[config.mk]
export PLATFORM = sky130hd
export DESIGN_NAME = csrg_ram
export DESIGN_NICKNAME = d
export VERILOG_FILES = /design/src/hw/rtl/assert_macros.svh /design/src/hw/rtl/csrg_ram.sv
export SDC_FILE = /design/constraint.sdc
export NUM_CORES = 1
export LEC_CHECK = 0
export BUFFER_PORTS_ARGS = -buffer_cell sky130_fd_sc_hd__buf_4
export CORE_ASPECT_RATIO = 1.75
export CORE_MARGIN = 5
export CORE_UTILIZATION = 55
export DETAILED_ROUTE_END_ITERATION = 8
export HOLD_SLACK_MARGIN = 0.03
export PLACE_DENSITY = 0.73
export SYNTH_ARGS = -nofsm -noshare
export SYNTH_HDL_FRONTEND = slang
export SYNTH_SLANG_ARGS = --single-unit
[constraint.sdc]
create_clock -name clk -period 5.07 [get_ports clk]
set_input_delay 1.014 -clock clk [delete_from_list [all_inputs] [get_ports clk]]
set_output_delay 1.014 -clock clk [all_outputs]
set_load 0.05 [all_outputs]
[src/hw/rtl/assert_macros.svh]
// ----------------------------------------------------------------------------
// Assertion macros
// Shared concurrent assertion forms for the region grow RTL.
// ----------------------------------------------------------------------------
`ifndef ASSERT_MACROS_SVH
`define ASSERT_MACROS_SVH

// The consequent must hold in the same cycle as the antecedent.
`define CSRG_ASSERT_NOW(label, ck, rn, ante, cons, msg) \
    label: assert property (@(posedge ck) disable iff (!rn) (ante) |-> (cons)) \
        else $error(msg);

// The consequent must hold in the cycle after the antecedent.
`define CSRG_ASSERT_NEXT(label, ck, rn, ante, cons, msg) \
    label: assert property (@(posedge ck) disable iff (!rn) (ante) |=> (cons)) \
        else $error(msg);

`endif

[src/hw/rtl/csrg_ram.sv]
// ----------------------------------------------------------------------------
// csrg_ram
// Generic simple dual-port RAM: one write port, one registered read port.
// ----------------------------------------------------------------------------
module csrg_ram #(
    parameter int WIDTH = 8,
    parameter int DEPTH = 16
) (
    input  logic                     clk,
    input  logic                     we,
    input  logic [$clog2(DEPTH)-1:0] waddr,
    input  logic [WIDTH-1:0]         wdata,
    input  logic [$clog2(DEPTH)-1:0] raddr,
    output logic [WIDTH-1:0]         rdata
);

    logic [WIDTH-1:0] mem_reg [DEPTH];
    logic [WIDTH-1:0] rdata_reg;

    always_ff @(posedge clk)
    begin
        if (we)
        begin
            mem_reg[waddr] <= wdata;
        end
        rdata_reg <= mem_reg[raddr];
    end

    assign rdata = rdata_reg;

endmodule

# Word-level counts from Yosys, hierarchy flattened
# Memory sizes are Yosys's and may differ from the RTL's. A register that Yosys moved wholly into a read port is not among the register bits.
# Cells that the tools add are included.
# word_totals
out_inout_bits	8
regBits	0
ramBits	128
inputBits	18
word_cells	3
n_memories	1
# op_classes
mux	2
# memory_table
name	depth	width	read_ports	rd_clocked_by_memory_dff	wr	line_no	rtl
mem_reg	16	8	1	1	1	csrg_ram.sv:17	logic [WIDTH-1:0] mem_reg [DEPTH];
# ops
cell	count
$mux 1	2

# Longest topological paths before layout
# depth
depth_word	2
mapped_depth	5
depth_no_buf	3

# Worst setup path after synthesis
# Ideal clock, no wire load.
# synth_timing
path_type	input-to-reg
startpoint	input port waddr[2]
endpoint	memory mem_reg[0][0] (enable)
setup_slack_ns	2.563
path_stages	2
path_buffers	0
t_arrival_ns	2.124
setup_time_ns	0.383
cell_sequence	or3b_2 -> nor3_1
# synth_lines
element	line_no	rtl
from (decl)	csrg_ram.sv:11	input logic [$clog2(DEPTH)-1:0] waddr,
to (decl)	csrg_ram.sv:17	
# Straight into the memory's write port.

# Worst setup path in the final report
# layout_timing
startpoint	input port waddr[2]
endpoint	memory mem_reg[0][3] (enable)
# Straight into the memory's write port.

==> metrics list <==
- For this run, the detailed router's first-pass iteration total came to 5.
* Hold-fix buffers at CTS: 0
- Worst slew pin tran: 1230 ps
* Quantity of I/O buffers inserted on ports: 25
* Routed Wire Length: 9370 microns
* Top-area cell type share of the netlist area: 74.7%
- Clock edge transition at the registers on the reported setup and hold paths: roughly 50 ps
- Critical hold path startpoint: mem_reg[14][5]
- Unique cell type count in the Yosys netlist: 19
- The repair_antennas step left the layout with diodes totalling 0.
* Sum of net half-perimeters after detailed placement: slightly below 6000 microns
* Share of the yosys chip area belonging to registers: between 70% and 80%
* Buffers inserted during post-CTS setup optimization: 0
* Clk_lat worst skew: 410 ps
- Summing over every cut layer, the via total after detailed routing is 2301.
* Number of violations of the max-capacitance limit: 0
- The via count of the first global-routing pass was roughly 2.5k.
- Dividing total power by cell area gives a power density of ~450 nW/um^2.
- The number of slew-limit violations in the final report was 0.
- Excluding fillers, the count of instances in the completed layout stands at 398.
* Setup_tns: 0 ps
- TritonCTS clock tree: built
- Counting flops and latches in the post-synthesis netlist gives 136.
- The Yosys step of the flow raised 0 warnings.
- The first global-routing pass estimated 14500 microns of wire.
- Dividing the detail-routed via count by the number of cells gives 5.78.
- Number of instances in the synthesized netlist: 229
* Number of hold-slack violations in the final timing report: 0
* Area occupied by multi-input gates: 1060 sq um
- Setup repair after global routing missed its margin: false
- By instance count, the leading cell after synthesis is sky130_fd_sc_hd__edfxtp_1.
- The region available for standard cell placement spans 9090 sq um.
- Final hold analysis gives a worst-case slack of 663 ps.
- R2R depth: 3
* Peak supply drop: 0.358 mV
* Setup crit start: waddr[2]
- In this run the worst path has a maximum fanout of 8.
* Fraction of final layout cells with drive strength greater than 1: approximately 28%
- Relative to the synthesized area, the layout overhead comes to 17.6%.
* Leakage power figure: 0.00204 uW
- Fill cell instance count of the final layout: 626
* Cell types occupying the most area after synthesis: sky130_fd_sc_hd__edfxtp_1 75%, sky130_fd_sc_hd__mux4_2 7.9%, sky130_fd_sc_hd__mux4_1 7.1%
* Final Skew: 7.25 ps
* Number of sinks handled by clock tree synthesis: roughly 140
- The final layout contains 283 nets.
* Kind of capture point of the worst setup path: flop
* Average size of a mapped cell: approximately 22 sq um
* Die outline area: 11500 sq um
- Drt first-iter violations: 133
- For this run, the share of the core covered by cells in the final layout is 66.6%.
- Number of antenna violations at the first check in global routing: 0
* Hold/Removal Path Class: flop to flop
- For this run, the top clock speed supported by timing is roughly 390 MHz.
- The register with the most flip-flops in the layout has 128 of them.
* Clock buffers created by TritonCTS: 17
- Fin crit period: 2580 ps
* Drt wl/cell: 23.5 microns
* Cell breakdown of the critical path: buf_4, or3b_2, nor3_1
* Arrival time reported for the critical path endpoint: 2600 ps
- Area of all sequential standard cells: 4000 sq um
* Placed Cells incl. Taps: 366
- Type of element launching the critical path: input pin
- Die width: 83.1 microns
- Entering global routing, the biggest net connects 33 pins.
- Cell count of the worst hold path: 3
* Area of the mapped netlist: 5150 sq um
- By startpoint and endpoint, the worst setup path is classified as input pin to flop.
* Worst reg2reg startpoint: mem_reg[2][0]
- The commonest cells after synthesis are 128 x sky130_fd_sc_hd__edfxtp_1, 18 x sky130_fd_sc_hd__mux4_2, 16 x sky130_fd_sc_hd__a22oi_1.
* Number of standard-cell rows in the floorplan: between 40 and 50
- The die is ~140 microns tall.
- Worst slew margin: 17.2%
- The critical path crosses 3 cells after its start point.
- sky130_fd_sc_hd__edfxtp_1 takes more of the synthesized area than any other cell.
* Worst-case clock buffer depth: 2
- Final clock period utilization by the worst path: 50.9%
- Post-cts gate resize count: 0
- Setup violations remaining at the end of the flow were counted as 0.
- The congestion estimate from routability-driven global placement came to 0.732.
* Gate family responsible for the most delay along the worst path: simple AND/OR/NAND/NOR gates
- Counting every net in the synthesized netlist gives 247.
- For this design, the slowest cell found on the critical path is sky130_fd_sc_hd__nor3_1.
- Dominant synthesized flop cell: sky130_fd_sc_hd__edfxtp_1
- Antenna Violating Nets Remaining: 0
- CTS placed an instance of sky130_fd_sc_hd__clkbuf_16 at the clock tree root.
- Yosys mapped a number of flops with a built-in enable equal to between 100 and 150.
* Data required, critical path: 5090 ps
* Number of I/O pins: 26
- Critical path buffers and inverters: 1
- Run status: finished clean
- The H-tree generated during clock tree synthesis spans 4 levels.
- Starting density of the core: 56.6%
* DRC violations left: 0
- Placement Setup Slack: 2080 ps
- Synth async-reset ratio: 0%
- All-layer global routing usage: between 15 and 20%
- In this design, the stage delay of the slowest critical-path cell is 960 ps.
- Slack of the critical path: 2490 ps
- Congestion Overflow GR: 0
kinds of logic (layout without fill, tap and decap cells):
family,Yosys count,in the layout,synth area share [%]
buffers and inverters,10,59,1.68
DFF,136,136,77.8
and+or+nand+nor,35,35,3.18
AOI/OAI and AO/OA,16,16,2.33
muxes,32,32,15.0
metal layers:
metal | global-route usage (%) | wire (microns) | part of all wire, % | vias up
met1 | 21.4 | 3570 | 38 | 1176
met4 | 8.18 | 108 | 1.2 | 0
li1 | - | - | - | 1049
met2 | 30.9 | 5320 | 57 | 68
met3 | 4.76 | 373 | 4.0 | 8
met5 | 0 | 0 | 0 | -
metrics by stage:
stage          area, sq um  total power, uW
4_1_cts               6050             2730
3_5_place_dp          5420             1430
6_report              6050             2710
2_1_floorplan         5150             1380
3_3_place_gp          5420             1430
5_1_grt               6050             2790
area by class of cell:
type	count	area share (%)
clock inverter	15	3.43
multi-input combinational	83	17.6
clock buffer	17	7.03
tap	120	2.48
timing repair buffer	27	3.35
sequential	136	66.2
where the power goes:
part           total, uW  internal, uW  switching [uW]
Combinational        140          53.2            86.9
Clock               1300           864             437
Sequential          1260          1260            6.86
worst paths after layout:
| path | to | slack, ps |
|---|---|---|
| worst min-delay path | rdata[5] | 660 |
| worst min register to register | rdata[5] | 660 |
| worst max-delay path | mem_reg[0][3] | 2490 |
| worst max register to register | rdata[0] | 3640 |
worst min-delay path, delay by kind of cell, from the launching register on:
kind	cells	cell delay, ps
AND/OR/NAND/NOR	1	50
multiplexers	1	220
AO/OA/AOI/OAI	1	50
flip-flops	1	310
cell usage in the layout, fill, tap and decap left out, drive strengths merged:
cell type and count:
nand3b 2, a22oi 16, nand2 9, nand2b 2
buf 27, edfxtp 128, clkbuf 17, or3b 1
and2 1, nand3 1, nor2b 1, mux4 32
clkinv 8, clkinvlp 2, and2b 1, nor2 13
dfxtp 8, bufinv 5, nor3 4
(Power assumes the default switching activity.)
