==> src/hw/rtl/assert_macros.svh <==
// ----------------------------------------------------------------------------
// Assertion macros
// Shared concurrent assertion forms for the region grow RTL.
// ----------------------------------------------------------------------------
`ifndef ASSERT_MACROS_SVH
`define ASSERT_MACROS_SVH

// The consequent must hold in the same cycle as the antecedent.
`define CSRG_ASSERT_NOW(label, ck, rn, ante, cons, msg) \
    label: assert property (@(posedge ck) disable iff (!rn) (ante) |-> (cons)) \
        else $error(msg);

// The consequent must hold in the cycle after the antecedent.
`define CSRG_ASSERT_NEXT(label, ck, rn, ante, cons, msg) \
    label: assert property (@(posedge ck) disable iff (!rn) (ante) |=> (cons)) \
        else $error(msg);

`endif

==> src/hw/rtl/csrg_pkg.sv <==
// ----------------------------------------------------------------------------
// csrg_pkg
// Types and constants shared by the seeded region grow modules.
// ----------------------------------------------------------------------------
package csrg_pkg;

    localparam int COLOR_W = 8;
    localparam int PIX_W   = 3 * COLOR_W;
    localparam int SIZE_W  = 13;
    localparam logic [SIZE_W-1:0] SIZE_MAX = 13'd8191;

    localparam int APB_AW = 4;
    localparam int APB_DW = 32;

    localparam logic [COLOR_W-1:0] BLUE_LIMIT_RST  = 8'd60;
    localparam logic [COLOR_W-1:0] GREEN_LIMIT_RST = 8'd50;
    localparam logic [COLOR_W-1:0] RED_LIMIT_RST   = 8'd150;

    // Command codes carried on the kind port.
    typedef enum logic [1:0] {
        KIND_LOAD = 2'd0,
        KIND_GROW = 2'd1,
        KIND_READ = 2'd2
    } kind_t;

    // Result codes carried on the result_kind port.
    localparam logic RES_GROW = 1'b0;
    localparam logic RES_READ = 1'b1;

    // Configuration register indexes (word address).
    typedef enum logic [1:0] {
        REG_BLUE_LIMIT  = 2'd0,
        REG_GREEN_LIMIT = 2'd1,
        REG_RED_LIMIT   = 2'd2
    } reg_idx_t;

    typedef struct packed {
        logic [COLOR_W-1:0] blue_limit;
        logic [COLOR_W-1:0] green_limit;
        logic [COLOR_W-1:0] red_limit;
    } limits_t;

    // Neighbor offsets, one coordinate step each.
    typedef enum logic [1:0] {
        OFF_MINUS = 2'd0,
        OFF_ZERO  = 2'd1,
        OFF_PLUS  = 2'd2
    } off_t;

    localparam off_t NB_DX [8] = '{OFF_MINUS, OFF_ZERO, OFF_PLUS,
                                   OFF_MINUS, OFF_PLUS,
                                   OFF_MINUS, OFF_ZERO, OFF_PLUS};
    localparam off_t NB_DY [8] = '{OFF_MINUS, OFF_MINUS, OFF_MINUS,
                                   OFF_ZERO, OFF_ZERO,
                                   OFF_PLUS, OFF_PLUS, OFF_PLUS};

endpackage

==> src/hw/rtl/csrg_cfg.sv <==
// ----------------------------------------------------------------------------
// csrg_cfg
// APB register block holding the three color limits.
// ----------------------------------------------------------------------------
module csrg_cfg (
    input  logic                           clk,
    input  logic                           rst_n,
    input  logic                           psel,
    input  logic                           penable,
    input  logic                           pwrite,
    input  logic [csrg_pkg::APB_AW-1:0]    paddr,
    input  logic [csrg_pkg::APB_DW-1:0]    pwdata,
    output logic [csrg_pkg::APB_DW-1:0]    prdata,
    output logic                           pready,
    output csrg_pkg::limits_t              limits
);

    logic [csrg_pkg::COLOR_W-1:0] blue_limit_reg, blue_limit_next;
    logic [csrg_pkg::COLOR_W-1:0] green_limit_reg, green_limit_next;
    logic [csrg_pkg::COLOR_W-1:0] red_limit_reg, red_limit_next;
    csrg_pkg::reg_idx_t           idx;
    logic                         wr_en;

    assign idx    = csrg_pkg::reg_idx_t'(paddr[3:2]);
    assign wr_en  = psel && penable && pwrite;
    assign pready = 1'b1;

    always_comb
    begin
        blue_limit_next  = blue_limit_reg;
        green_limit_next = green_limit_reg;
        red_limit_next   = red_limit_reg;
        prdata           = '0;
        unique case (idx)
            csrg_pkg::REG_BLUE_LIMIT:
            begin
                prdata = csrg_pkg::APB_DW'(blue_limit_reg);
                if (wr_en)
                begin
                    blue_limit_next = pwdata[csrg_pkg::COLOR_W-1:0];
                end
            end
            csrg_pkg::REG_GREEN_LIMIT:
            begin
                prdata = csrg_pkg::APB_DW'(green_limit_reg);
                if (wr_en)
                begin
                    green_limit_next = pwdata[csrg_pkg::COLOR_W-1:0];
                end
            end
            csrg_pkg::REG_RED_LIMIT:
            begin
                prdata = csrg_pkg::APB_DW'(red_limit_reg);
                if (wr_en)
                begin
                    red_limit_next = pwdata[csrg_pkg::COLOR_W-1:0];
                end
            end
            default:
            begin
                prdata = '0;
            end
        endcase
    end

    always_ff @(posedge clk or negedge rst_n)
    begin
        if (!rst_n)
        begin
            blue_limit_reg  <= csrg_pkg::BLUE_LIMIT_RST;
            green_limit_reg <= csrg_pkg::GREEN_LIMIT_RST;
            red_limit_reg   <= csrg_pkg::RED_LIMIT_RST;
        end
        else
        begin
            blue_limit_reg  <= blue_limit_next;
            green_limit_reg <= green_limit_next;
            red_limit_reg   <= red_limit_next;
        end
    end

    assign limits.blue_limit  = blue_limit_reg;
    assign limits.green_limit = green_limit_reg;
    assign limits.red_limit   = red_limit_reg;

endmodule

==> config.mk <==
export PLATFORM = sky130hd
export DESIGN_NAME = csrg_cfg
export DESIGN_NICKNAME = d
export VERILOG_FILES = /design/src/hw/rtl/assert_macros.svh /design/src/hw/rtl/csrg_pkg.sv /design/src/hw/rtl/csrg_cfg.sv
export SDC_FILE = /design/constraint.sdc
export NUM_CORES = 1
export LEC_CHECK = 0
export BUFFER_PORTS_ARGS = -buffer_cell sky130_fd_sc_hd__buf_2
export CAP_MARGIN = 20
export CORE_AREA = 5 5 65 67
export CTS_CLUSTER_DIAMETER = 80
export DETAILED_ROUTE_END_ITERATION = 12
export DIE_AREA = 0 0 70 72
export HOLD_SLACK_MARGIN = 0.12
export PLACE_DENSITY = 0.76
export SYNTH_ARGS = -nofsm -noshare
export SYNTH_HDL_FRONTEND = slang
export SYNTH_SLANG_ARGS = --single-unit
==> constraint.sdc <==
create_clock -name clk -period 1.07 [get_ports clk]
set_input_delay 0.1605 -clock clk [delete_from_list [all_inputs] [get_ports clk]]
set_output_delay 0.1605 -clock clk [all_outputs]
set_load 0.005 [all_outputs]
# == Yosys cells after proc, flatten, opt, wreduce, memory -nomap -nowiden ==
# Cells that the tools add are included.
# classes
add_sub_neg,0
mul,0
muxes,1
n_eq_ne,2
n_reduce_logical,6
n_shift,0
order_cmp,0
div,0
bitwise_logic,0
# op_table
op,n
one-hot mux 8 bit (3 select lines),1
AND reduction 2 bit,3
"== test 2 x 1 -> 1 bit, second input constant",1
"== test 2 bit, second input constant",1
logical AND 1 bit,2
logical NOT 2 bit,1
# word_totals
word_cells,12
latch_bits,0
in_bits,41
rom_bits,0
regBits,24
output_inout_bits,57
ramBits,0
n_memories,0

# == Logic depth before layout (Yosys ltp) ==
# logic_depth
word_depth,3
ltp_mapped,5
mapped_depth_nobuf,3

# == Worst setup path before layout ==
# Ideal clock, no wire load.
# synth_path
path_kind,input port to flip-flop
startpoint,input port paddr[3] (netlist name)
endpoint,register blue_limit_reg[0] (netlist name)
n_path_buf,1
cell_stages,3
arrival_time_ns,1.102
setup_ns,0.125
required_ns,0.945
path_slack_ns,-0.157
path_cell_list,buf_4 nor3_2 mux2_2
# synth_via
elab_chain_len,2
# synth_rtl
element,line_no,text
from (decl),csrg_cfg.sv:11,"input logic [csrg_pkg::APB_AW-1:0] paddr,"
logical NOT 2 bit,csrg_cfg.sv:34,unique case (idx)
AND reduction 2 bit (no source line),n/a,
to (signal assigned),csrg_cfg.sv:70,blue_limit_reg <= csrg_pkg::BLUE_LIMIT_RST;
to (signal assigned),csrg_cfg.sv:76,blue_limit_reg <= blue_limit_next;
to (decl),csrg_cfg.sv:18,"logic [csrg_pkg::COLOR_W-1:0] blue_limit_reg, blue_limit_next;"
# No other way between the ends.
# A chain may end at the register's enable or synchronous reset.

# == Worst setup path in the final report ==
# layout_path
startpoint,register green_limit_reg[4] (netlist name)
endpoint,output port prdata[4] (netlist name)
# layout_via
elab_chain_len,1
# layout_rtl
element,line_no,text
from (decl),csrg_cfg.sv:19,"logic [csrg_pkg::COLOR_W-1:0] green_limit_reg, green_limit_next;"
from (signal assigned),csrg_cfg.sv:71,green_limit_reg <= csrg_pkg::GREEN_LIMIT_RST;
from (signal assigned),csrg_cfg.sv:77,green_limit_reg <= green_limit_next;
one-hot mux 8 bit (3 select lines),csrg_cfg.sv:34,
to (decl),csrg_cfg.sv:13,"output logic [csrg_pkg::APB_DW-1:0] prdata,"
# No other way between the ends.

==> flow_summary.yaml <==
outcome:
  status: "finished, violations left"
  failed_checks: "negative setup slack"
synthesis:
  ys_types: 16
  synth_top_family_by_area: "multiplexers"
  yosys.area_share.simple: 0.0622
  synthTopCellsByCount: "buf_4, mux2_2, dfrtp_1, dfstp_2"
  synth_area_leaders: "dfrtp_1, dfstp_2, buf_4"
  ys_warn_count: 0
  syn-instance-count: 108
  syn_area_per_cell_um2: 12.5
  synth_ff_type: "dfrtp_1"
  synthArstFlopShare: 1.00
  synth_top_area_cell: "dfrtp_1"
  synthMuxAreaShare: 0.282
  synth_edf_count: 0
  yosysTopAreaCellShare: 0.241
  yosys.area_share.adder: 0
  synth-xor-area-share: 0
  syn_area_mm2: 0.00135
  synth_compound_area_frac: 0.0297
  synth-seq-cells: 24
  yosysSeqAreaShare: 0.456
  yosysMostFrequentCell: "buf_4"
floorplanning:
  start_util: 0.377
  core_area_mm2: 0.00358
  die-area_mm2: 0.00504
  dieWidth_um: 70
  num_rows: 22
  io_pins: 98
  fp.dieH_um: 72
cells_and_area:
  instances_no_fill: 246
  drive_gt1_frac: 0.631
  final_nets: 240
  n_antenna_cell: 0
  final_util: 0.595
  design_area_mm2: 0.00213
  syn2layout_area_growth_pct: 58.1
clock_network:
  clkTransAtPathRegs_ns: 0.14
  htree_levels: 1
  cts_buffers: 3
  cts_tree: "built"
  root_buffer: "clkbuf_4"
  cts_sinks: 24
  insertion_delay_ns: 0.31
  cts_buffer_depth: 2
global_routing:
  grt_pass1_vias: 1070
  grt_max_degree: 25
  overflow: 0
  antenna_found_initial: 0
  grt_pass1_wl_mm: 5.23
  grt_use_total: 0.129
timing:
  hold_viol_final: 0
  fmax_ghz: 0.711
  setup_violations: 23
  fin_skew_ns: 0
  slew_headroom: 0.644
  worst_slack_ns: -0.336
  rsz0062_at_grt: "yes"
  min_period_ns: 1.41
  tightest_slew_ns: 0.535
  slew_viol_final: 0
  fin_crit_sh: 1.31
placed_design:
  gp_congestion: 0.785
  hpwl_mm: 2.46
  io_buffers: 46
  post_dp_cell_area_mm2: 0.00173
  numPlacedInstances: 217
route:
  antenna_left: 0
  num_vias: 1040
  viasPerCell: 4.23
  wl_per_cell_um: 13.8
  drc: 0
  wl_met3_um: 295
  wl_met2_mm: 1.66
  first_iter_violations: 18
  wl_mm: 3.40
  highest_layer: "met4"
  met1_length_mm: 1.42
  drt_pass1_iterations: 4
worst_setup_path:
  critPathLaunchType: "register"
  cp.arrival_ns: 1.25
  critPathKind: "register to primary output"
  crit_fanout: 2
  setup.worst_path.end_class: "primary output"
  cp.required_ns: 0.91
pwr:
  vdd_drop_max_mv: 1.46
  p_per_area_mw_per_mm2: 1630
  total_power_w: 0.00347
  p_leak_nw: 1.10
worst_hold_path:
  hp-class: "primary input to async pin"
job:
  drv_cap: 0
==> worst max-delay path, stage by stage, from the launching register on <==
cell and delay (ns):
dfstp_2 0.56, mux2i_1 0.07, o21ai_1 0.15, buf_2 0.14
==> kinds of logic (layout without fill, tap and decap cells) <==
family / after synthesis / in the layout
other: 2 / 25
AOI/OAI and AO/OA: 8 / 8
DFF: 24 / 24
and+or+nand+nor: 13 / 13
buffers and inverters: 29 / 96
muxes: 32 / 32
==> power breakdown <==
group	leakage [nW]	switching, W	internal (W)
clock network	0.0279	0.000290	0.000379
registers	0.275	0.000167	0.00119
logic	0.796	0.000462	0.000981
total	1.10	0.000918	0.00255
==> routing by layer <==
metal | track usage | vias up
met1 | 0.166 | 485
met2 | 0.214 | 53
met4 | 0.0191 | 0
met3 | 0.0471 | 4
met5 | 0 | -
li1 | - | 498
==> path summary, 6_finish.rpt <==
check                                               start                        endpoint  slack [ns]  cells past startpoint
setup / recovery           green_limit_reg[4]$_DFFE_PN1P_                       prdata[4]       -0.34                      3
hold / removal                                      rst_n  green_limit_reg[7]$_DFFE_PN0P_        0.33                      2
setup reg to reg           green_limit_reg[0]$_DFFE_PN0P_  green_limit_reg[0]$_DFFE_PN0P_        0.05                      3
hold reg to reg              red_limit_reg[0]$_DFFE_PN0P_    red_limit_reg[0]$_DFFE_PN0P_        0.55                      1
max in group asynchronous                           rst_n  green_limit_reg[1]$_DFFE_PN1P_        0.36                      2
min in group clk                                 paddr[3]  green_limit_reg[7]$_DFFE_PN0P_        0.37                      4
==> timing repair <==
action,4_1_cts,5_1_grt
buffers inserted,9,11
endpoints found under the hold margin,37,0
pin swaps,0,1
resized for setup,30,8
setup endpoints to repair,21,28
hold buffers,9,0
==> layout by cell type (no fill, tap or decap), drive strengths merged <==
| cell type | netlist | layout |
|---|---|---|
| buf | 28 | 83 |
| bufinv | 0 | 1 |
| clkbuf | 1 | 3 |
| conb | 2 | 25 |
| dfrtp | 13 | 13 |
| dfstp | 11 | 11 |
| dlygate4sd3 | 0 | 9 |
| mux2 | 24 | 24 |
| mux2i | 8 | 8 |
| nand2 | 8 | 8 |
| nand3 | 1 | 1 |
| nor2b | 1 | 1 |
| nor3 | 1 | 1 |
| nor3b | 1 | 1 |
| o21ai | 8 | 8 |
| or3b | 1 | 1 |
==> area by class of cell <==
class                      instances  area, µm²
timing repair buffer              92        758
tap                               48       60.1
clock buffer                       3       22.5
fill                             294       1450
multi-input combinational         78        646
sequential                        24        614
clock inverter                     1       30.0
==> through the flow <==
step	hold slack [ns]	TNS, ns	worst slack (ns)
3_5_place_dp	0.172	-5.20	-0.249
5_1_grt	0.359	-5.57	-0.460
6_report	0.327	-4.03	-0.336
3_3_place_gp	0.156	-4.93	-0.227
4_1_cts	0.339	-4.18	-0.342
2_1_floorplan	-0.135	-1.60	-0.105
No activity file was read; power rests on OpenSTA's default activity.
